<file path="config.mk">
export PLATFORM = sky130hd
export DESIGN_NAME = line_rasterizer_flat
export DESIGN_NICKNAME = d
export VERILOG_FILES = /design/src/design/lras_pkg.sv /design/src/design/lras_channels.sv /design/src/design/lras_queue.sv /design/src/design/lras_front.sv /design/src/design/lras_back.sv /design/src/design/line_rasterizer.sv /design/src/flat_wrapper.sv
export SDC_FILE = /design/constraint.sdc
export NUM_CORES = 1
export LEC_CHECK = 0
export ABC_CLOCK_PERIOD_IN_PS = 9500
export BUFFER_PORTS_ARGS = -buffer_cell sky130_fd_sc_hd__clkbuf_2
export CORE_MARGIN = 2
export CORE_UTILIZATION = 50
export DETAILED_ROUTE_END_ITERATION = 8
export GPL_ROUTABILITY_DRIVEN = 0
export GPL_TIMING_DRIVEN = 0
export PLACE_DENSITY = 0.68
export RECOVER_POWER = 50
export SYNTH_ARGS = -nofsm -noshare
export SYNTH_HDL_FRONTEND = slang
export SYNTH_SLANG_ARGS = --single-unit
</file>
<file path="constraint.sdc">
create_clock -name clock -period 9.5 [get_ports clock]
set_clock_uncertainty 0.15 [all_clocks]
set_input_delay 0.95 -clock clock [delete_from_list [all_inputs] [get_ports clock]]
set_output_delay 0.95 -clock clock [all_outputs]
set_load 0.02 [all_outputs]
</file>
<file path="src/design/lras_pkg.sv">
// Shared types and constants for the line rasterizer.
`default_nettype none

package lras_pkg;

   // Default coordinate width and fixed colour width
   localparam int COORD_BITS_DEF = 10;
   localparam int COLOR_BITS     = 16;

   // Entries in the queue between front and back
   localparam int QUEUE_DEPTH    = 2;

   // Item command codes
   typedef enum logic {
      CMD_LOAD = 1'b0,
      CMD_STEP = 1'b1
   } cmd_type;

   // Per-axis step direction
   typedef enum logic [1:0] {
      DIR_NONE  = 2'd0,
      DIR_PLUS  = 2'd1,
      DIR_MINUS = 2'd3
   } dir_type;

   // Queue status seen by front and back
   typedef struct packed {
      logic full;
      logic empty;
   } qstat_type;

endpackage

`default_nettype wire

</file>
<file path="src/design/lras_channels.sv">
// Valid/ready channel interfaces for request items and pixel items.
`default_nettype none

interface lras_req_if
   import lras_pkg::*;
   #(parameter int COORD_BITS = COORD_BITS_DEF)
   ();
   logic                  valid;
   logic                  ready;
   logic                  cmd;
   logic [COORD_BITS-1:0] start_x;
   logic [COORD_BITS-1:0] start_y;
   logic [COORD_BITS-1:0] end_x;
   logic [COORD_BITS-1:0] end_y;
   logic [COLOR_BITS-1:0] pen_color;

   modport source (output valid, cmd, start_x, start_y, end_x, end_y, pen_color,
                   input ready);
   modport sink   (input valid, cmd, start_x, start_y, end_x, end_y, pen_color,
                   output ready);
endinterface

interface lras_rsp_if
   import lras_pkg::*;
   #(parameter int COORD_BITS = COORD_BITS_DEF)
   ();
   logic                  valid;
   logic                  ready;
   logic [COORD_BITS-1:0] pixel_x;
   logic [COORD_BITS-1:0] pixel_y;
   logic [COLOR_BITS-1:0] pixel_color;
   logic                  last_pixel;

   modport source (output valid, pixel_x, pixel_y, pixel_color, last_pixel,
                   input ready);
   modport sink   (input valid, pixel_x, pixel_y, pixel_color, last_pixel,
                   output ready);
endinterface

`default_nettype wire

</file>
<file path="src/design/lras_queue.sv">
// Small register queue between the front and back parts.
`default_nettype none

module lras_queue
   import lras_pkg::*;
   #(
   parameter int WIDTH = 8,
   parameter int DEPTH = QUEUE_DEPTH
   )
   (
   input  wire logic             clock,
   input  wire logic             reset,
   input  wire logic             push,
   input  wire logic [WIDTH-1:0] push_data,
   input  wire logic             pop,
   output qstat_type             status,
   output logic      [WIDTH-1:0] pop_data
   );

   localparam int PTR_BITS = (DEPTH > 1) ? $clog2(DEPTH) : 1;
   localparam int CNT_BITS = $clog2(DEPTH + 1);

   logic [WIDTH-1:0]    slot_ff [DEPTH];
   logic [PTR_BITS-1:0] wr_ptr_ff, wr_ptr_in;
   logic [PTR_BITS-1:0] rd_ptr_ff, rd_ptr_in;
   logic [CNT_BITS-1:0] count_ff, count_in;

   // Pointer wrap and fill count
   always_comb begin
      wr_ptr_in = wr_ptr_ff;
      rd_ptr_in = rd_ptr_ff;
      count_in  = count_ff;
      if (push) begin
         wr_ptr_in = (wr_ptr_ff == PTR_BITS'(DEPTH - 1)) ? '0 : wr_ptr_ff + 1'b1;
      end
      if (pop) begin
         rd_ptr_in = (rd_ptr_ff == PTR_BITS'(DEPTH - 1)) ? '0 : rd_ptr_ff + 1'b1;
      end
      if (push && !pop) begin
         count_in = count_ff + 1'b1;
      end else if (pop && !push) begin
         count_in = count_ff - 1'b1;
      end
   end

   always_ff @(posedge clock) begin
      if (reset) begin
         wr_ptr_ff <= '0;
         rd_ptr_ff <= '0;
         count_ff  <= '0;
      end else begin
         wr_ptr_ff <= wr_ptr_in;
         rd_ptr_ff <= rd_ptr_in;
         count_ff  <= count_in;
      end
   end

   // Storage
   always_ff @(posedge clock) begin
      if (push) begin
         slot_ff[wr_ptr_ff] <= push_data;
      end
   end

   assign pop_data     = slot_ff[rd_ptr_ff];
   assign status.full  = (count_ff == CNT_BITS'(DEPTH));
   assign status.empty = (count_ff == '0);

endmodule

`default_nettype wire

</file>
<file path="src/design/lras_front.sv">
// Front part: accepts items and works out the line setup for loads.
`default_nettype none

module lras_front
   import lras_pkg::*;
   #(
   parameter int COORD_BITS = COORD_BITS_DEF,
   parameter int ENTRY_BITS = 1 + 5 * COORD_BITS + 4 + COLOR_BITS
   )
   (
   lras_req_if.sink              req_bus,
   input  wire qstat_type        status,
   output logic                  push,
   output logic [ENTRY_BITS-1:0] push_data
   );

   logic [COORD_BITS-1:0] abs_dcol;
   logic [COORD_BITS-1:0] abs_drow;
   logic [COORD_BITS-1:0] major_len;
   dir_type               col_dir;
   dir_type               row_dir;

   // Per-axis length and direction
   always_comb begin
      if (req_bus.end_x > req_bus.start_x) begin
         abs_dcol = req_bus.end_x - req_bus.start_x;
         col_dir  = DIR_PLUS;
      end else if (req_bus.end_x < req_bus.start_x) begin
         abs_dcol = req_bus.start_x - req_bus.end_x;
         col_dir  = DIR_MINUS;
      end else begin
         abs_dcol = '0;
         col_dir  = DIR_NONE;
      end
      if (req_bus.end_y > req_bus.start_y) begin
         abs_drow = req_bus.end_y - req_bus.start_y;
         row_dir  = DIR_PLUS;
      end else if (req_bus.end_y < req_bus.start_y) begin
         abs_drow = req_bus.start_y - req_bus.end_y;
         row_dir  = DIR_MINUS;
      end else begin
         abs_drow = '0;
         row_dir  = DIR_NONE;
      end
      major_len = (abs_dcol > abs_drow) ? abs_dcol : abs_drow;
   end

   // Enqueue on accept; step items carry don't-care setup fields
   assign req_bus.ready = !status.full;
   assign push          = req_bus.valid && !status.full;
   assign push_data     = {req_bus.cmd, req_bus.start_x, req_bus.start_y,
                           abs_dcol, abs_drow, major_len,
                           col_dir, row_dir, req_bus.pen_color};

endmodule

`default_nettype wire

</file>
<file path="src/design/lras_back.sv">
// Back part: holds the line state, steps the error accumulators, emits pixels.
`default_nettype none

module lras_back
   import lras_pkg::*;
   #(
   parameter int COORD_BITS = COORD_BITS_DEF,
   parameter int ENTRY_BITS = 1 + 5 * COORD_BITS + 4 + COLOR_BITS
   )
   (
   input  wire logic                  clock,
   input  wire logic                  reset,
   input  wire qstat_type             status,
   input  wire logic [ENTRY_BITS-1:0] pop_data,
   output logic                       pop,
   lras_rsp_if.source                 rsp_bus
   );

   localparam int ERR_BITS  = COORD_BITS + 2;
   localparam int LEFT_BITS = COORD_BITS + 1;

   // Queue entry fields
   logic                  e_cmd;
   logic [COORD_BITS-1:0] e_sx, e_sy, e_dcol, e_drow, e_major;
   logic [1:0]            e_cdir, e_rdir;
   logic [COLOR_BITS-1:0] e_color;

   assign {e_cmd, e_sx, e_sy, e_dcol, e_drow, e_major, e_cdir, e_rdir, e_color} = pop_data;

   // Line state
   logic [COORD_BITS-1:0] cur_col_ff, cur_col_in;
   logic [COORD_BITS-1:0] cur_row_ff, cur_row_in;
   logic [ERR_BITS-1:0]   col_err_ff, col_err_in;
   logic [ERR_BITS-1:0]   row_err_ff, row_err_in;
   logic [COORD_BITS-1:0] abs_dcol_ff, abs_dcol_in;
   logic [COORD_BITS-1:0] abs_drow_ff, abs_drow_in;
   logic [COORD_BITS-1:0] major_len_ff, major_len_in;
   logic [1:0]            col_dir_ff, col_dir_in;
   logic [1:0]            row_dir_ff, row_dir_in;
   logic [LEFT_BITS-1:0]  pixels_left_ff, pixels_left_in;
   logic [COLOR_BITS-1:0] line_color_ff, line_color_in;

   // Output register
   logic                  rsp_valid_ff, rsp_valid_in;
   logic [COORD_BITS-1:0] rsp_x_ff, rsp_y_ff;
   logic [COLOR_BITS-1:0] rsp_color_ff;
   logic                  rsp_last_ff;

   logic                  out_busy;
   logic                  emit;
   logic [ERR_BITS-1:0]   major_ext;
   logic [ERR_BITS-1:0]   col_sum, row_sum;

   function automatic logic [COORD_BITS-1:0] move_coord(logic [COORD_BITS-1:0] pos,
                                                        logic [1:0] dir);
      logic [COORD_BITS-1:0] res;
      case (dir)
         DIR_PLUS:  res = pos + 1'b1;
         DIR_MINUS: res = pos - 1'b1;
         default:   res = pos;
      endcase
      return res;
   endfunction

   // Pop a load whenever present; a step only when the output slot frees up
   assign out_busy = rsp_valid_ff && !rsp_bus.ready;
   assign pop      = !status.empty && ((cmd_type'(e_cmd) == CMD_LOAD) || !out_busy);
   assign emit     = pop && (cmd_type'(e_cmd) == CMD_STEP) && (pixels_left_ff != '0);

   assign major_ext = {2'b00, major_len_ff};
   assign col_sum   = col_err_ff + {2'b00, abs_dcol_ff};
   assign row_sum   = row_err_ff + {2'b00, abs_drow_ff};

   // Next line state
   always_comb begin
      cur_col_in     = cur_col_ff;
      cur_row_in     = cur_row_ff;
      col_err_in     = col_err_ff;
      row_err_in     = row_err_ff;
      abs_dcol_in    = abs_dcol_ff;
      abs_drow_in    = abs_drow_ff;
      major_len_in   = major_len_ff;
      col_dir_in     = col_dir_ff;
      row_dir_in     = row_dir_ff;
      pixels_left_in = pixels_left_ff;
      line_color_in  = line_color_ff;
      if (pop && (cmd_type'(e_cmd) == CMD_LOAD)) begin
         cur_col_in     = e_sx;
         cur_row_in     = e_sy;
         col_err_in     = '0;
         row_err_in     = '0;
         abs_dcol_in    = e_dcol;
         abs_drow_in    = e_drow;
         major_len_in   = e_major;
         col_dir_in     = e_cdir;
         row_dir_in     = e_rdir;
         pixels_left_in = {1'b0, e_major} + 1'b1;
         line_color_in  = e_color;
      end else if (emit) begin
         // Axis advances only when its accumulator strictly exceeds the major length
         col_err_in = col_sum;
         row_err_in = row_sum;
         if (col_sum > major_ext) begin
            col_err_in = col_sum - major_ext;
            cur_col_in = move_coord(cur_col_ff, col_dir_ff);
         end
         if (row_sum > major_ext) begin
            row_err_in = row_sum - major_ext;
            cur_row_in = move_coord(cur_row_ff, row_dir_ff);
         end
         pixels_left_in = pixels_left_ff - 1'b1;
      end
   end

   always_ff @(posedge clock) begin
      if (reset) begin
         pixels_left_ff <= '0;
      end else begin
         pixels_left_ff <= pixels_left_in;
      end
   end

   always_ff @(posedge clock) begin
      if (reset) begin
         cur_col_ff    <= '0;
         cur_row_ff    <= '0;
         col_err_ff    <= '0;
         row_err_ff    <= '0;
         abs_dcol_ff   <= '0;
         abs_drow_ff   <= '0;
         major_len_ff  <= '0;
         col_dir_ff    <= DIR_NONE;
         row_dir_ff    <= DIR_NONE;
         line_color_ff <= '0;
      end else begin
         cur_col_ff    <= cur_col_in;
         cur_row_ff    <= cur_row_in;
         col_err_ff    <= col_err_in;
         row_err_ff    <= row_err_in;
         abs_dcol_ff   <= abs_dcol_in;
         abs_drow_ff   <= abs_drow_in;
         major_len_ff  <= major_len_in;
         col_dir_ff    <= col_dir_in;
         row_dir_ff    <= row_dir_in;
         line_color_ff <= line_color_in;
      end
   end

   // Output register handshake
   always_comb begin
      if (emit) begin
         rsp_valid_in = 1'b1;
      end else if (rsp_bus.ready) begin
         rsp_valid_in = 1'b0;
      end else begin
         rsp_valid_in = rsp_valid_ff;
      end
   end

   always_ff @(posedge clock) begin
      if (reset) begin
         rsp_valid_ff <= 1'b0;
      end else begin
         rsp_valid_ff <= rsp_valid_in;
      end
   end

   always_ff @(posedge clock) begin
      if (emit) begin
         rsp_x_ff     <= cur_col_ff;
         rsp_y_ff     <= cur_row_ff;
         rsp_color_ff <= line_color_ff;
         rsp_last_ff  <= (pixels_left_ff == LEFT_BITS'(1));
      end
   end

   assign rsp_bus.valid       = rsp_valid_ff;
   assign rsp_bus.pixel_x     = rsp_x_ff;
   assign rsp_bus.pixel_y     = rsp_y_ff;
   assign rsp_bus.pixel_color = rsp_color_ff;
   assign rsp_bus.last_pixel  = rsp_last_ff;

endmodule

`default_nettype wire

</file>
<file path="src/design/line_rasterizer.sv">
// Line rasterizer top level: front, queue and back.
//
// Request channel req_bus: cmd 0 loads a line (end points and colour),
// cmd 1 asks for the next pixel. Pixel channel rsp_bus: one item per step
// item while the line lasts, last_pixel set on the final one; a line of
// length L gives L+1 pixels. Loads and steps past the end give nothing.
// Throughput: one item per cycle in steady state while the receiver is ready;
// the back part pops one queue entry per cycle and each step is a pair of adds and compares.
// An accepted step item is written into the queue; once popped, its pixel is
// registered in the output register, which drives rsp_bus.
// A two-entry queue parts the front from the back, so request acceptance
// does not wait on the pixel receiver until the queue fills.
// Receiver stall: the output register holds its pixel, step items back up
// in the queue and req_bus.ready falls when the queue is full.
// Reset (synchronous, active high): queue emptied, output invalid, no line
// active; steps before the first load give nothing.
`default_nettype none

module line_rasterizer
   import lras_pkg::*;
   #(
   parameter int COORD_BITS = COORD_BITS_DEF
   )
   (
   input  wire logic  clock,
   input  wire logic  reset,
   lras_req_if.sink   req_bus,
   lras_rsp_if.source rsp_bus
   );

   localparam int ENTRY_BITS = 1 + 5 * COORD_BITS + 4 + COLOR_BITS;

   qstat_type             status;
   logic                  push;
   logic                  pop;
   logic [ENTRY_BITS-1:0] push_data;
   logic [ENTRY_BITS-1:0] pop_data;

   lras_front #(
      .COORD_BITS (COORD_BITS),
      .ENTRY_BITS (ENTRY_BITS)
   ) u_front (
      .req_bus   (req_bus),
      .status    (status),
      .push      (push),
      .push_data (push_data)
   );

   lras_queue #(
      .WIDTH (ENTRY_BITS),
      .DEPTH (QUEUE_DEPTH)
   ) u_queue (
      .clock     (clock),
      .reset     (reset),
      .push      (push),
      .push_data (push_data),
      .pop       (pop),
      .status    (status),
      .pop_data  (pop_data)
   );

   lras_back #(
      .COORD_BITS (COORD_BITS),
      .ENTRY_BITS (ENTRY_BITS)
   ) u_back (
      .clock    (clock),
      .reset    (reset),
      .status   (status),
      .pop_data (pop_data),
      .pop      (pop),
      .rsp_bus  (rsp_bus)
   );

endmodule

`default_nettype wire

</file>
<file path="src/flat_wrapper.sv">
// flat-port wrapper written by rule: the top's interface ports become plain ports
module line_rasterizer_flat import lras_pkg::*;
#(
   parameter int COORD_BITS = COORD_BITS_DEF
   )
  (clock, reset, req_bus_valid, req_bus_cmd, req_bus_start_x, req_bus_start_y, req_bus_end_x, req_bus_end_y, req_bus_pen_color, req_bus_ready, rsp_bus_valid, rsp_bus_pixel_x, rsp_bus_pixel_y, rsp_bus_pixel_color, rsp_bus_last_pixel, rsp_bus_ready);
  lras_req_if #(.COORD_BITS(COORD_BITS)) req_bus_i ();
  lras_rsp_if #(.COORD_BITS(COORD_BITS)) rsp_bus_i ();
  input  wire logic clock;
  input  wire logic reset;
  input wire logic [$bits(req_bus_i.valid)-1:0] req_bus_valid;
  input wire logic [$bits(req_bus_i.cmd)-1:0] req_bus_cmd;
  input wire logic [$bits(req_bus_i.start_x)-1:0] req_bus_start_x;
  input wire logic [$bits(req_bus_i.start_y)-1:0] req_bus_start_y;
  input wire logic [$bits(req_bus_i.end_x)-1:0] req_bus_end_x;
  input wire logic [$bits(req_bus_i.end_y)-1:0] req_bus_end_y;
  input wire logic [$bits(req_bus_i.pen_color)-1:0] req_bus_pen_color;
  output wire logic [$bits(req_bus_i.ready)-1:0] req_bus_ready;
  output wire logic [$bits(rsp_bus_i.valid)-1:0] rsp_bus_valid;
  output wire logic [$bits(rsp_bus_i.pixel_x)-1:0] rsp_bus_pixel_x;
  output wire logic [$bits(rsp_bus_i.pixel_y)-1:0] rsp_bus_pixel_y;
  output wire logic [$bits(rsp_bus_i.pixel_color)-1:0] rsp_bus_pixel_color;
  output wire logic [$bits(rsp_bus_i.last_pixel)-1:0] rsp_bus_last_pixel;
  input wire logic [$bits(rsp_bus_i.ready)-1:0] rsp_bus_ready;
  assign req_bus_i.valid = req_bus_valid;
  assign req_bus_i.cmd = req_bus_cmd;
  assign req_bus_i.start_x = req_bus_start_x;
  assign req_bus_i.start_y = req_bus_start_y;
  assign req_bus_i.end_x = req_bus_end_x;
  assign req_bus_i.end_y = req_bus_end_y;
  assign req_bus_i.pen_color = req_bus_pen_color;
  assign req_bus_ready = req_bus_i.ready;
  assign rsp_bus_valid = rsp_bus_i.valid;
  assign rsp_bus_pixel_x = rsp_bus_i.pixel_x;
  assign rsp_bus_pixel_y = rsp_bus_i.pixel_y;
  assign rsp_bus_pixel_color = rsp_bus_i.pixel_color;
  assign rsp_bus_last_pixel = rsp_bus_i.last_pixel;
  assign rsp_bus_i.ready = rsp_bus_ready;
  line_rasterizer #(.COORD_BITS(COORD_BITS)) u_core (.clock(clock), .reset(reset), .req_bus(req_bus_i), .rsp_bus(rsp_bus_i));
endmodule
</file>
=== After elaboration in Yosys (flattened, before gate mapping) ===
Memory sizes are Yosys's and may differ from the RTL's. A register that Yosys moved wholly into a read port is not among the register bits.
Index checks and enable logic that the tools add are counted.

* Register bits: 147
* Latch bits: 0
* RAM bits: 142
* Memory bits (read-only): 0
* Word-level logic and storage cells: 110
* Memories kept: 1

{| class="wikitable"
|+ Memory list
! memory !! depth !! width !! read ports !! clocked after Yosys merged registers in !! write ports !! line !! text
|-
| u_core.u_queue.slot_ff || 2 || 71 || 1 || 1 || 1 || lras_queue.sv:23 || <nowiki>logic [WIDTH-1:0] slot_ff [DEPTH];</nowiki>
|}

* $add $sub $neg: 18
* $mul: 0
* Divide/modulo/power cells: 0
* $lt $le $gt $ge: 7
* Equal/unequal tests: 6
* Shifts and indexed selects: 0
* Mux-type cells: 31
* Bitwise operators: 1
* Reductions and logical operators: 27

{| class="wikitable"
|+ Operator list
! kind !! number
|-
| 10-bit two-way mux || 11
|-
| 10-bit one-hot mux with 2 select lines || 2
|-
| 10-bit subtractor || 4
|-
| 10-bit > comparator || 3
|-
| 12-bit by 10-bit adder with 12-bit output || 2
|-
| 12-bit by 10-bit > comparator with 1-bit output || 2
|-
| 12-bit two-way mux || 2
|-
| 12-bit by 10-bit subtractor with 12-bit output || 2
|-
| 11-bit two-way mux || 2
|-
| 10-bit by 1-bit adder with 10-bit output, second input constant || 2
|-
| 10-bit less-than comparator || 2
|-
| 10-bit by 1-bit subtractor with 10-bit output, second input constant || 2
|-
| 2-bit two-way mux || 6
|-
| 10-bit by 1-bit adder with 11-bit output, second input constant || 1
|-
| 11-bit by 1-bit equality test with 1-bit output, second input constant || 1
|-
| 11-bit nonzero test || 1
|-
| 11-bit by 1-bit subtractor with 11-bit output, second input constant || 1
|-
| 2-bit nonzero test || 5
|-
| 1-bit logical AND || 8
|-
| 1-bit two-way mux || 8
|-
| 2-bit equality test, second input constant || 3
|-
| 1-bit zero test || 6
|-
| 3-bit AND reduction || 2
|-
| 3-bit nonzero test || 2
|-
| 8 further kinds || 10
|}

=== Longest topological paths before layout ===
Gate-level depths: netlist of the first run.

* Word-level depth: 9
* Depth in mapped cells: 21
* Gate-level depth less buffers: 20

=== Modules after synthesis ===
From an unflattened synthesis of the first run, not the netlist that was laid out.

* Cell total of the unflattened synthesis: 1595
* Area total of the unflattened synthesis: 16372.0 um^2

{| class="wikitable"
|+ Modules (own cells, without submodules)
! module !! instances !! cells each !! area each (um^2) !! seq. area each (um^2)
|-
| lras_back || 1 || 945 || 8225.4 || 3233.1
|-
| lras_queue || 1 || 243 || 5355.1 || 4364.2
|-
| lras_front || 1 || 407 || 2791.4 || 0.0
|}

=== Least setup slack after synthesis of the first run ===
Ideal clock, no wire load.

* Path kind: input-to-reg
* From: in req_bus_end_x[0]
* To: mem u_core.u_queue.slot_ff[0][22] (netlist name), data pin
* Setup time: 0.280 ns
* Data arrival time: 4.500 ns
* Data required time: 9.070 ns
* Slack: 4.571 ns
* Stages: 19
* Buffers on the path: 1
* Cells stage by stage: inv_1 ha_1 fa_1 nor2b_1 o21ai_0 a21oi_1 o311ai_2 nand2_2 mux2_2 mux2_2 inv_1 ha_1 a21o_1 a21o_1 a21oi_1 o21ai_0 o21ai_1 clkbuf_1 o21ai_0

* Longest elaborated chain between the ends: 5
* Elaborated cells on any way between the ends: 8
* Those cells by class: add/sub (2); order compare (3); mux (3)

{| class="wikitable"
|+ RTL lines
! item !! line !! text
|-
| from (decl) || flat_wrapper.sv:15 || <nowiki>input wire logic [$bits(req_bus_i.end_x)-1:0] req_bus_end_x;</nowiki>
|-
| 10-bit subtractor or 10-bit less-than comparator (tied branches) || lras_front.sv:29, lras_front.sv:28 ||
|-
| 10-bit two-way mux || lras_front.sv:28 || <nowiki>end else if (req_bus.end_x < req_bus.start_x) begin</nowiki>
|-
| 10-bit two-way mux (*) || lras_front.sv:25 || <nowiki>if (req_bus.end_x > req_bus.start_x) begin</nowiki>
|-
| named net u_core.push_data[47] || line_rasterizer.sv:36 || <nowiki>logic [ENTRY_BITS-1:0] push_data;</nowiki>
|-
| 10-bit > comparator (*) || lras_front.sv:45 || <nowiki>major_len = (abs_dcol > abs_drow) ? abs_dcol : abs_drow;</nowiki>
|-
| 10-bit two-way mux (*) || lras_front.sv:45 ||
|-
| named net u_core.push_data[22] || line_rasterizer.sv:36 ||
|-
| to (decl) || lras_queue.sv:23 ||
|}

Mark *: on every way through the listed nets, which the timed path passes. The rest lies on a longest branch.

=== Final worst setup path of the first run ===
* From: in req_bus_start_x[4]
* To: mem u_core.u_queue.slot_ff[0][22] (netlist name), data pin

* Longest elaborated chain between the ends: 5
* Elaborated cells on any way between the ends: 8
* Those cells by class: add/sub (2); order compare (3); mux (3)

{| class="wikitable"
|+ RTL lines
! item !! line !! text
|-
| from (decl) || flat_wrapper.sv:13 || <nowiki>input wire logic [$bits(req_bus_i.start_x)-1:0] req_bus_start_x;</nowiki>
|-
| 10-bit subtractor or 10-bit less-than comparator (tied branches) || lras_front.sv:29, lras_front.sv:28 ||
|-
| 10-bit two-way mux || lras_front.sv:28 ||
|-
| 10-bit two-way mux (*) || lras_front.sv:25 ||
|-
| named net u_core.push_data[46] || line_rasterizer.sv:36 ||
|-
| 10-bit > comparator (*) || lras_front.sv:45 ||
|-
| 10-bit two-way mux (*) || lras_front.sv:45 ||
|-
| named net u_core.push_data[22] || line_rasterizer.sv:36 ||
|}

Marked as above.

==> results of run 1 <==
==> critical path, delay by kind of cell <==
kind | cells | cell delay [ns]
muxes | 1 | 0.27
adders and majority gates | 2 | 0.51
AOI/OAI and AO/OA | 9 | 1.89
buffers and inverters | 4 | 1.10
and+or+nand+nor | 2 | 1.09
==> registers in the layout, summed over array words and instances, names as in the netlist, 2 cells and up, named ones only <==
register / cells
u_core.u_queue.slot_ff: 142
u_core.u_queue.count_ff: 2
u_core.u_back.rsp_bus.pixel_y: 10
u_core.u_back.abs_dcol_ff: 10
u_core.u_back.cur_row_ff: 10
u_core.u_back.col_err_ff: 12
u_core.u_back.rsp_bus.pixel_color: 16
u_core.u_back.col_dir_ff: 2
u_core.u_back.rsp_bus.pixel_x: 10
u_core.u_back.line_color_ff: 16
u_core.u_back.pixels_left_ff: 11
u_core.u_back.cur_col_ff: 10
u_core.u_back.row_err_ff: 12
u_core.u_back.major_len_ff: 10
u_core.u_back.row_dir_ff: 2
u_core.u_back.abs_drow_ff: 10
==> final timing paths <==
path                                                 startpoint                                     to  slack (ns)  depth (start not counted)
worst max register to register      u_core.u_back.row_err_ff[0]            u_core.u_back.cur_row_ff[1]        5.18                         16
worst min register to register  u_core.u_back.line_color_ff[12]  u_core.u_back.rsp_bus.pixel_color[12]        0.28                          0
worst min-delay path            u_core.u_back.line_color_ff[12]  u_core.u_back.rsp_bus.pixel_color[12]        0.28                          0
worst max-delay path                         req_bus_start_x[4]          u_core.u_queue.slot_ff[0][22]        3.84                         18
==> per-stage QoR <==
| step | cell area [um2] | hold WS [ns] | util [%] | power (mW) | setup slack (ns) |
|---|---|---|---|---|---|
| finish | 17700 | 0.283 | 56.7 | 6.58 | 3.84 |
| detailed placement | 16900 | 0.269 | 53.9 | 5.39 | 3.30 |
| global route | 17700 | 0.298 | 56.7 | 7.05 | 3.40 |
| CTS | 17900 | 0.281 | 57.1 | 6.60 | 3.86 |
| floorplan | 15800 | 0.259 | - | 4.52 | 4.57 |
| global placement | 16800 | 0.263 | 53.6 | 5.31 | 2.89 |
==> area by class of cell <==
type | count | area [um2]
fill | 2712 | 13600
sequential | 290 | 7600
multi-input combinational | 1025 | 7470
clock buffer | 31 | 743
tap | 402 | 503
timing repair buffer | 103 | 462
inverter | 116 | 435
buffer | 62 | 277
clock inverter | 23 | 256
==> cells in the final DEF (no fill, tap or decap), types with 25 or more instances in the layout <==
master / n
a21oi_1: 106
a211oi_1: 92
xnor2_1: 38
clkbuf_16: 29
clkbuf_1: 111
nor2b_1: 29
a21o_1: 33
mux2i_1: 85
ha_1: 108
nor2_1: 121
nor3_1: 25
o21ai_0: 74
nand2_1: 62
dfxtp_1: 111
edfxtp_1: 179
clkbuf_2: 35
inv_1: 114
==> power by group through the flow <==
stage / logic [mW] / clock network (mW) / registers [mW]
finish: 3.46 / 1.19 / 1.94
global route: 3.83 / 1.25 / 1.97
CTS: 3.46 / 1.20 / 1.93
detailed placement: 3.44 / 0 / 1.96
floorplan: 2.55 / 0 / 1.97
global placement: 3.33 / 0 / 1.97
==> cell families (layout without fill, tap and decap cells) <==
kind of cell	count (synthesis)	in the layout	share of synthesized area (%)
AND/OR/NAND/NOR	336	336	10.5
AO/OA/AOI/OAI	415	415	17.5
adder cells (fa/ha/maj)	118	118	9.83
buffers and inverters	178	335	4.50
multiplexers	96	96	6.18
XOR/XNOR	60	60	3.33
flip-flops	290	290	48.2
==> metal layers <==
metal / vias up / wire length, um / GRT usage [%]
met5: - / 0 / 0
li1: 5784 / - / -
met4: 0 / 697 / 5.56
met1: 5555 / 17400 / 32.0
met2: 287 / 18000 / 38.9
met3: 46 / 1770 / 2.13
==> results.json, run 1 <==
{
  "syn_area_um2": 15800,
  "period_share_pct": 59.6,
  "yosysUniqueCellTypes": 83,
  "io_pins": 100,
  "synth_seq_cells": 290,
  "syn_area_per_cell_um2": 10.6,
  "finalSetupViolCount": 0,
  "wl_per_cell_um": 18.5,
  "clockRootBuffer": "clkbuf_16",
  "cts_hold_buf": 0,
  "htreeDepth": 1,
  "grt_pass1_vias": 11300,
  "cts_resized": 0,
  "crit_path_max_fanout": 10,
  "grt_overflow": 0,
  "vias_per_cell": 5.69,
  "slew_headroom_pct": -20.2,
  "rsz0062_at_grt": "no",
  "antenna_found_initial": 0,
  "grt_usage_pct": 23.0,
  "numCtsBuffers": 29,
  "netlist_instances": 1493,
  "synth-seq-area-share_pct": 48.2,
  "fin_cells": 2052,
  "synthFlopType": "edfxtp_1",
  "grt_pass1_wl_um": 60600,
  "yosysTopAreaCell": "edfxtp_1",
  "combPwrFrac_pct": 52.5,
  "cts.path.max_buffers": 3,
  "ant_nets": 0,
  "p_leak_nw": 7.01,
  "final.setup.tns_ns": 0,
  "dp.cells": 1998,
  "violations": "max-capacitance violations, max-slew violations",
  "drt-total-wl_um": 38000,
  "drive_gt1_share_pct": 8.48,
  "grt_max_degree": 41,
  "crit_path_cell_trace": "clkbuf_1, ha_1, clkbuf_1, nand4_1, nor4_1, a21oi_1, a22o_1, mux2i_1, inv_1, ha_1, a21o_1, a21o_1, a21oi_1, o21ai_0, o21ai_1, clkbuf_1, o21ai_0, o21ai_0",
  "min_path_type": "register to register",
  "cp-start-kind": "input pin",
  "die_w_um": 182,
  "n_antenna_cell": 0,
  "post-cts-setup-buffer-count": 0,
  "die_y_um": 182,
  "worst_path_max_delay_cell": "nor4_1",
  "dieArea_um2": 33000,
  "drt-initial-drc-count": 980,
  "yosys.area.top_type_share_pct": 34.1,
  "cap_viol_max_count": 3,
  "netSwitchingFraction_pct": 42.2,
  "crit_required_ns": 9.66,
  "core_region_area_um2": 31300,
  "arrival_ns": 5.82,
  "power_density_nw_per_um2": 371,
  "p_sw_mw": 2.78,
  "rows": 65,
  "ir_drop_v": 0.000206,
  "synthArstFlopShare_pct": 0,
  "power_frac_seq_pct": 29.4,
  "nets": 1806,
  "yosysMostFrequentCell": "edfxtp_1",
  "synth_warnings": 0,
  "drc_errors": 0,
  "drv_slew": 95,
  "critPathKind": "input pin to register",
  "max_freq_mhz": 177,
  "firstDrtPassIters": 5,
  "p_int_mw": 3.80,
  "worst_pin_slew_ns": 1.80,
  "hold_violations": 0,
  "dp_hpwl_um": 29000,
  "io_buffers": 99,
  "status": "finished, violations left",
  "cts_tree": "yes",
  "vias": 11700,
  "p_clk_share_pct": 18.1,
  "crit_path_end_kind": "register",
  "finalCriticalPeriod_ns": 5.66,
  "clk-insertion-delay-late_ns": 0.55,
  "area_growth_pct": 12.5,
  "cts_num_sinks": 290,
  "critPathMaxStageDelay_ns": 0.82,
  "netlist_top_cells_area": "edfxtp_1 (34%), dfxtp_1 (14%), ha_1 (8.6%)",
  "clk_pin_slew_ns": 0.07,
  "start_util_pct": 50.4,
  "synth.cells.most_frequent": "edfxtp_1 (179), nor2_1 (121), inv_1 (114)",
  "synth_fp_nets": 1672,
  "synth_edf_count": 179
}
Note: power is estimated with default switching activity, not from simulation.
==> run 2: changes to the inputs <==
--- a/config.mk
+++ b/config.mk
@@ -5,14 +5,15 @@
 export SDC_FILE = /design/constraint.sdc
 export NUM_CORES = 1
 export LEC_CHECK = 0
-export ABC_CLOCK_PERIOD_IN_PS = 9500
+export ABC_AREA = 1
+export ABC_CLOCK_PERIOD_IN_PS = 5000
 export BUFFER_PORTS_ARGS = -buffer_cell sky130_fd_sc_hd__clkbuf_2
 export CORE_MARGIN = 2
 export CORE_UTILIZATION = 50
 export DETAILED_ROUTE_END_ITERATION = 8
 export GPL_ROUTABILITY_DRIVEN = 0
 export GPL_TIMING_DRIVEN = 0
-export PLACE_DENSITY = 0.68
+export PLACE_DENSITY = 0.7
 export RECOVER_POWER = 50
 export SYNTH_ARGS = -nofsm -noshare
 export SYNTH_HDL_FRONTEND = slang
==> constraint.sdc (replaced) <==
create_clock -name clock -period 5 [get_ports clock]
set_clock_uncertainty 0.15 [all_clocks]
set_input_delay 0.5 -clock clock [delete_from_list [all_inputs] [get_ports clock]]
set_output_delay 0.5 -clock clock [all_outputs]
set_load 0.02 [all_outputs]
==> run 2 against run 1 <==
Critical path depth is 1 higher; cell area increased by 5.5%; worst hold slack worse by 0.21 ns; setup slack worse by 3.2 ns; clock power rose by 93%; die area is 4.8% higher; flip-flop and latch count stayed put; register-to-register slack lost 4.4 ns; the flow now finishes without violations.
==> results.json, run 2 <==
{
  "yosysUniqueCellTypes": 54,
  "synth_fp_nets": 2105,
  "worst_pin_slew_ns": 1.43,
  "synth_seq_cells": 290,
  "whs_path_depth": 2,
  "max_freq_mhz": 230,
  "io_pins": 100,
  "critPathCapture": "u_core.u_queue.slot_ff[1][20]",
  "drc_errors": 0,
  "crit_required_ns": 5.11,
  "max_flop_register": "u_core.u_queue.slot_ff",
  "dp_hpwl_um": 31600,
  "grt_usage_pct": 24.8,
  "crit_path_end_kind": "register",
  "clk-insertion-delay-late_ns": 0.56,
  "area_growth_pct": 13.2,
  "power_density_nw_per_um2": 705,
  "rsz0062_at_grt": "no",
  "period_share_pct": 87.1,
  "r2r_cells": 7,
  "syn_area_um2": 16500,
  "worst-path-stages": 19,
  "place_ws_ns": 0.449,
  "cts.path.max_buffers": 3,
  "yosys.area.top_type_share_pct": 32.5,
  "htreeDepth": 1,
  "largest_reg_flops": 142,
  "vias_per_cell": 5.38,
  "vias": 13700,
  "n_antenna_cell": 0,
  "cap_viol_max_count": 0,
  "arrival_ns": 4.46,
  "crit_path_max_fanout": 10,
  "crit_start": "req_bus_start_x[0]",
  "reg2reg_slack_ns": 0.75,
  "drv_slew": 0,
  "p_leak_nw": 8.25,
  "holdWs_ns": 0.0731,
  "nets": 2258,
  "clockRootBuffer": "clkbuf_16",
  "netlist_instances": 1926,
  "cts_tree": "yes",
  "dieArea_um2": 34600,
  "syn_area_per_cell_um2": 8.59,
  "r2r-end": "u_core.u_queue.slot_ff[0][3]",
  "synth_edf_count": 179,
  "drt-total-wl_um": 42300,
  "die_y_um": 186,
  "yosysMostFrequentCell": "nand2_1",
  "synth.cells.most_frequent": "nand2_1 (468), inv_1 (229), edfxtp_1 (179)",
  "core_region_area_um2": 32500,
  "min_path_type": "input pin to register",
  "netlist_top_cells_area": "edfxtp_1 (32%), dfxtp_1 (13%), nand2_1 (11%)",
  "layout_common_cells": "nand2_1 (468), inv_1 (229), edfxtp_1 (179)",
  "rr_startpoint": "u_core.u_queue.count_ff[0]",
  "crit_buf_inv": 3,
  "cp_top_family": "compound AO/OA/AOI/OAI gates",
  "yosysTopAreaCell": "edfxtp_1",
  "post-route-util_pct": 57.6,
  "worst_path_max_delay_cell": "o22ai_1",
  "synthFlopType": "edfxtp_1",
  "cts_num_sinks": 290,
  "hold_violations": 0,
  "antenna_found_initial": 0,
  "grt_pass1_vias": 13100,
  "cp-start-kind": "input pin",
  "critPathMaxStageDelay_ns": 0.44,
  "wl_per_cell_um": 16.6,
  "finalCriticalPeriod_ns": 4.36,
  "firstDrtPassIters": 6,
  "crit_path_cell_trace": "clkbuf_1, ha_1, fa_1, o21ai_0, nand2_1, nand3_1, nand2_1, nand3_1, nand2_4, o22ai_1, ha_1, nand2_1, inv_1, o21ai_0, a21o_1, o2111ai_1, o21ai_0, clkbuf_1, o21ai_0",
  "ir_drop_v": 0.000387,
  "die_w_um": 186,
  "grt_max_degree": 47,
  "start_util_pct": 50.9,
  "status": "completed",
  "grt_pass1_wl_um": 67200,
  "final_common_cell": "nand2_1",
  "cp_common_cell": "o21ai_0",
  "synth-seq-area-share_pct": 45.9,
  "synthArstFlopShare_pct": 0,
  "drive_gt1_share_pct": 9.60,
  "drt-initial-drc-count": 1060,
  "finalSetupViolCount": 0,
  "fill_cells": 2987,
  "slew_headroom_pct": 4.82,
  "grt_overflow": 0,
  "ant_nets": 0,
  "clk_pin_slew_ns": 0.06,
  "cts_resized": 0,
  "rows": 66,
  "synth_warnings": 0,
  "setup_ws_ns": 0.643,
  "numCtsBuffers": 31,
  "critPathKind": "input pin to register",
  "io_buffers": 98
}
## run 2: how the worst min path moves through the flow
stage / startpoint / endpoint / slack, ns
2_1_floorplan: u_core.u_back.line_color_ff[0] / u_core.u_back.rsp_bus.pixel_color[0] / 0.25
3_3_place_gp: u_core.u_back.line_color_ff[14] / u_core.u_back.rsp_bus.pixel_color[14] / 0.26
3_5_place_dp: u_core.u_back.line_color_ff[9] / u_core.u_back.rsp_bus.pixel_color[9] / 0.26
4_1_cts: req_bus_pen_color[15] / u_core.u_queue.slot_ff[0][15] / 0.01
5_1_grt: reset / u_core.u_back.cur_col_ff[9] / 0.07
6_report: reset / u_core.u_back.cur_col_ff[9] / 0.07
## run 2: metrics by stage
stage                     instance area [um2]  TNS, ns  std cells  power (mW)
after floorplan                         16500        0       1926        8.96
after global placement                  17600  -164.38       2466        10.7
after detailed placement                17700        0       2472        10.9
after CTS                               18900        0       2546        13.2
after global routing                    18700        0       2546        14.2
final                                   18700        0       2546        13.2
## run 2: worst register-to-register path: stages, from the launching register on
cell and delay, ns:
dfxtp_1 0.33, inv_1 0.08, nand2_1 0.11, nand2_1 0.13, nor2_1 0.77, clkbuf_1 1.03
clkbuf_1 1.09, buf_16 0.26
## run 2: where the power goes
part / internal [mW] / switching (mW) / total, mW
Clock: 1.35 / 0.942 / 2.30
Sequential: 3.32 / 0.357 / 3.68
Combinational: 2.42 / 4.80 / 7.22
Total: 7.09 / 6.10 / 13.2
## run 2: layout make-up
class | count | area [um2] | share of cell area [%]
plain buffers | 65 | 370 | 1.98
multi-input cells | 1332 | 7630 | 40.8
clock buffers | 41 | 853 | 4.56
clock inverters | 17 | 175 | 0.935
well taps | 442 | 553 | 2.95
inverters | 239 | 900 | 4.80
flip-flops and latches | 290 | 7600 | 40.6
repair buffers | 120 | 644 | 3.44
## run 2: metal layers
| layer | track usage (%) | up-vias | part of all wire (%) |
|---|---|---|---|
| li1 | - | 6758 | - |
| met1 | 33.5 | 6470 | 44 |
| met2 | 41.8 | 392 | 47 |
| met3 | 2.62 | 82 | 5.2 |
| met4 | 8.44 | 0 | 3.1 |
| met5 | 0 | - | 0 |
## run 2: timing repair
| item | CTS | global route |
|---|---|---|
| endpoints found under the setup margin | 0 | 0 |
| hold endpoints to repair | 32 | 0 |
| setup buffers | 0 | 0 |
| hold buffers | 16 | 0 |
## run 2: cells by family (layout without fill, tap and decap cells)
logic type / Yosys count / after routing / share of synthesized area [%]
and+or+nand+nor: 793 / 793 / 21.0
AOI/OAI and AO/OA: 353 / 353 / 12.3
buffers and inverters: 304 / 482 / 7.74
DFF: 290 / 290 / 45.9
adders and majority gates: 118 / 118 / 9.38
xor gates and xnor gates: 61 / 61 / 3.23
muxes: 7 / 7 / 0.423
==> run 3: changes to the inputs <==
--- a/config.mk
+++ b/config.mk
@@ -15,6 +15,7 @@
 export GPL_TIMING_DRIVEN = 0
 export PLACE_DENSITY = 0.7
 export RECOVER_POWER = 50
+export REMOVE_ABC_BUFFERS = 1
 export SYNTH_ARGS = -nofsm -noshare
 export SYNTH_HDL_FRONTEND = slang
 export SYNTH_SLANG_ARGS = --single-unit
==> run 3 against run 2 <==
The run now ends with max-capacitance violations, max-slew violations left; sequential power is 1% higher; global-route usage down 3.1 points; first-iteration DRC count fell by 40%; cell count fell by 2.4%; flip-flop and latch count stayed put; cell area shrank 1.2%; worst hold slack got worse by 0.0031 ns; via count shrank 4.1%; critical endpoint is now u_core.u_queue.slot_ff[1][28]; highest routed layer unchanged.
==> results.json, run 3 (synthesis gave the netlist of run 2 again) <==
{
  "setup_ws_ns": 0.423,
  "cp-start-kind": "input pin",
  "worst_path_max_delay_cell": "o21ai_1",
  "vias_per_cell": 5.29,
  "clk_pin_slew_ns": 0.06,
  "numCtsBuffers": 30,
  "grt_overflow": 0,
  "rows": 66,
  "htreeDepth": 1,
  "dp_hpwl_um": 25600,
  "status": "finished, violations left",
  "drt-total-wl_um": 37000,
  "place_ws_ns": -0.271,
  "die_w_um": 186,
  "clk-insertion-delay-late_ns": 0.56,
  "worst_pin_slew_ns": 2.30,
  "p_int_mw": 6.99,
  "io_buffers": 99,
  "max_freq_mhz": 218,
  "crit_path_cell_trace": "dlygate4sd3_1, clkbuf_2, inv_1, ha_1, inv_1, nor4_1, nand3_1, nand2_4, inv_1, nand2_1, nand2_1, ha_1, nand4_1, nor2_1, nand2_1, o21ai_1, clkinv_1, nand2_1, nand2_1",
  "arrival_ns": 4.71,
  "start_util_pct": 50.9,
  "crit_path_end_kind": "register",
  "netSwitchingFraction_pct": 45.0,
  "cp_top_family": "simple AND/OR/NAND/NOR gates",
  "grt_max_degree": 76,
  "crit_buf_inv": 6,
  "drt-initial-drc-count": 632,
  "nets": 2198,
  "grt_usage_pct": 21.7,
  "combPwrFrac_pct": 52.7,
  "crit_required_ns": 5.13,
  "rsz0062_at_grt": "no",
  "final_common_cell": "nand2_1",
  "cp_common_cell": "nand2_1",
  "ir_drop_v": 0.000411,
  "min_path_type": "input pin to register",
  "io_pins": 100,
  "post-cts-setup-buffer-count": 0,
  "finalCriticalPeriod_ns": 4.58,
  "clockRootBuffer": "clkbuf_16",
  "firstDrtPassIters": 7,
  "grt_pass1_wl_um": 61000,
  "max_flop_register": "u_core.u_queue.slot_ff",
  "power_frac_seq_pct": 29.3,
  "hold_violations": 0,
  "critPathMaxStageDelay_ns": 0.59,
  "fin_cells": 2485,
  "cts_num_sinks": 290,
  "p_sw_mw": 5.72,
  "drc_errors": 0,
  "die_y_um": 186,
  "cts_tree": "yes",
  "n_antenna_cell": 0,
  "crit_path_max_fanout": 12,
  "drv_slew": 100,
  "cap_viol_max_count": 4,
  "drive_gt1_share_pct": 8.71,
  "dieArea_um2": 34600,
  "period_share_pct": 91.5,
  "ant_nets": 0,
  "finalSetupViolCount": 0,
  "wl_per_cell_um": 14.9,
  "vias": 13100,
  "area_growth_pct": 11.8,
  "cts.path.max_buffers": 3,
  "largest_reg_flops": 142,
  "p_clk_share_pct": 18.0,
  "slew_headroom_pct": -53.9,
  "grt_pass1_vias": 12800,
  "critPathKind": "input pin to register",
  "dp.cells": 2410,
  "power_density_nw_per_um2": 688,
  "antenna_found_initial": 0,
  "layout_common_cells": "nand2_1 (468), inv_1 (228), edfxtp_1 (179)",
  "core_region_area_um2": 32500,
  "violations": "max-capacitance violations, max-slew violations",
  "p_leak_nw": 8.12
}
[run 3: cell types whose count changed in the layout (fill, tap and decap cells not counted), sizes merged]
cell	delta
buf	-37
clkbuf	-21
clkinv	-2
dlygate4sd3	+2
inv	-2
clkinvlp	-1
[run 3: per-stage QoR]
| step | power, mW | TNS (ns) | hold slack [ns] | util (%) | cell area [um2] |
|---|---|---|---|---|---|
| 2_1_floorplan | 8.73 | -1.44 | 0.253 | - | 16200 |
| 3_3_place_gp | 10.2 | -454.23 | 0.259 | 52.9 | 17200 |
| 3_5_place_dp | 10.4 | -4.17 | 0.262 | 53.5 | 17400 |
| 4_1_cts | 12.8 | 0 | 0.00245 | 57.2 | 18600 |
| 5_1_grt | 13.8 | 0 | 0.0665 | 56.8 | 18500 |
| 6_report | 12.7 | 0 | 0.0699 | 56.8 | 18500 |
[run 3: metal layers]
layer,routed length [um],vias to the layer above,global-route usage [%]
li1,-,6630,-
met1,16000,6146,26.5
met2,18300,285,39.6
met3,1580,83,2.56
met4,1130,0,7.37
met5,0,-,0
[run 3: worst paths after layout]
path	cells after the start	slack, ns	start	endpoint
min reg2reg	0	0.28	u_core.u_back.line_color_ff[0]	u_core.u_back.rsp_bus.pixel_color[0]
max reg2reg	10	0.53	register	u_core.u_back.row_err_ff[10]
max	19	0.42	req_bus_start_x[9]	u_core.u_queue.slot_ff[1][28]
min	1	0.07	req_bus_start_y[9]	u_core.u_queue.slot_ff[0][59]
[run 3: power by group through the flow]
stage	logic, mW	registers, mW	clock network, mW
floorplan	4.94	3.79	0
global placement	6.46	3.78	0
detailed placement	6.66	3.76	0
CTS	6.73	3.72	2.32
global route	7.60	3.80	2.41
finish	6.70	3.73	2.29
[run 3: worst reg2reg max path: stages (launching register included)]
cell and delay, ns:
dfxtp_4 0.98, inv_4 0.53, nand2_1 0.17, nand2_1 0.12, nor2_4 0.62, buf_16 0.28
clkinv_2 0.37, nand2_2 0.66, inv_1 0.26, o21ai_0 0.15, a31oi_1 0.06
[run 3: timing repair]
action	in CTS	in global routing
endpoints found under the setup margin	0	18
endpoints found under the hold margin	36	0
gates resized for setup	0	1
hold buffers	18	0
[run 3: final cells by class]
class	count	area (um2)
well taps	442	553
multi-input cells	1332	7660
fillers	2947	14000
inverters	239	903
clock inverters	12	139
clock buffers	44	886
repair buffers	126	749
flip-flops and latches	290	7600
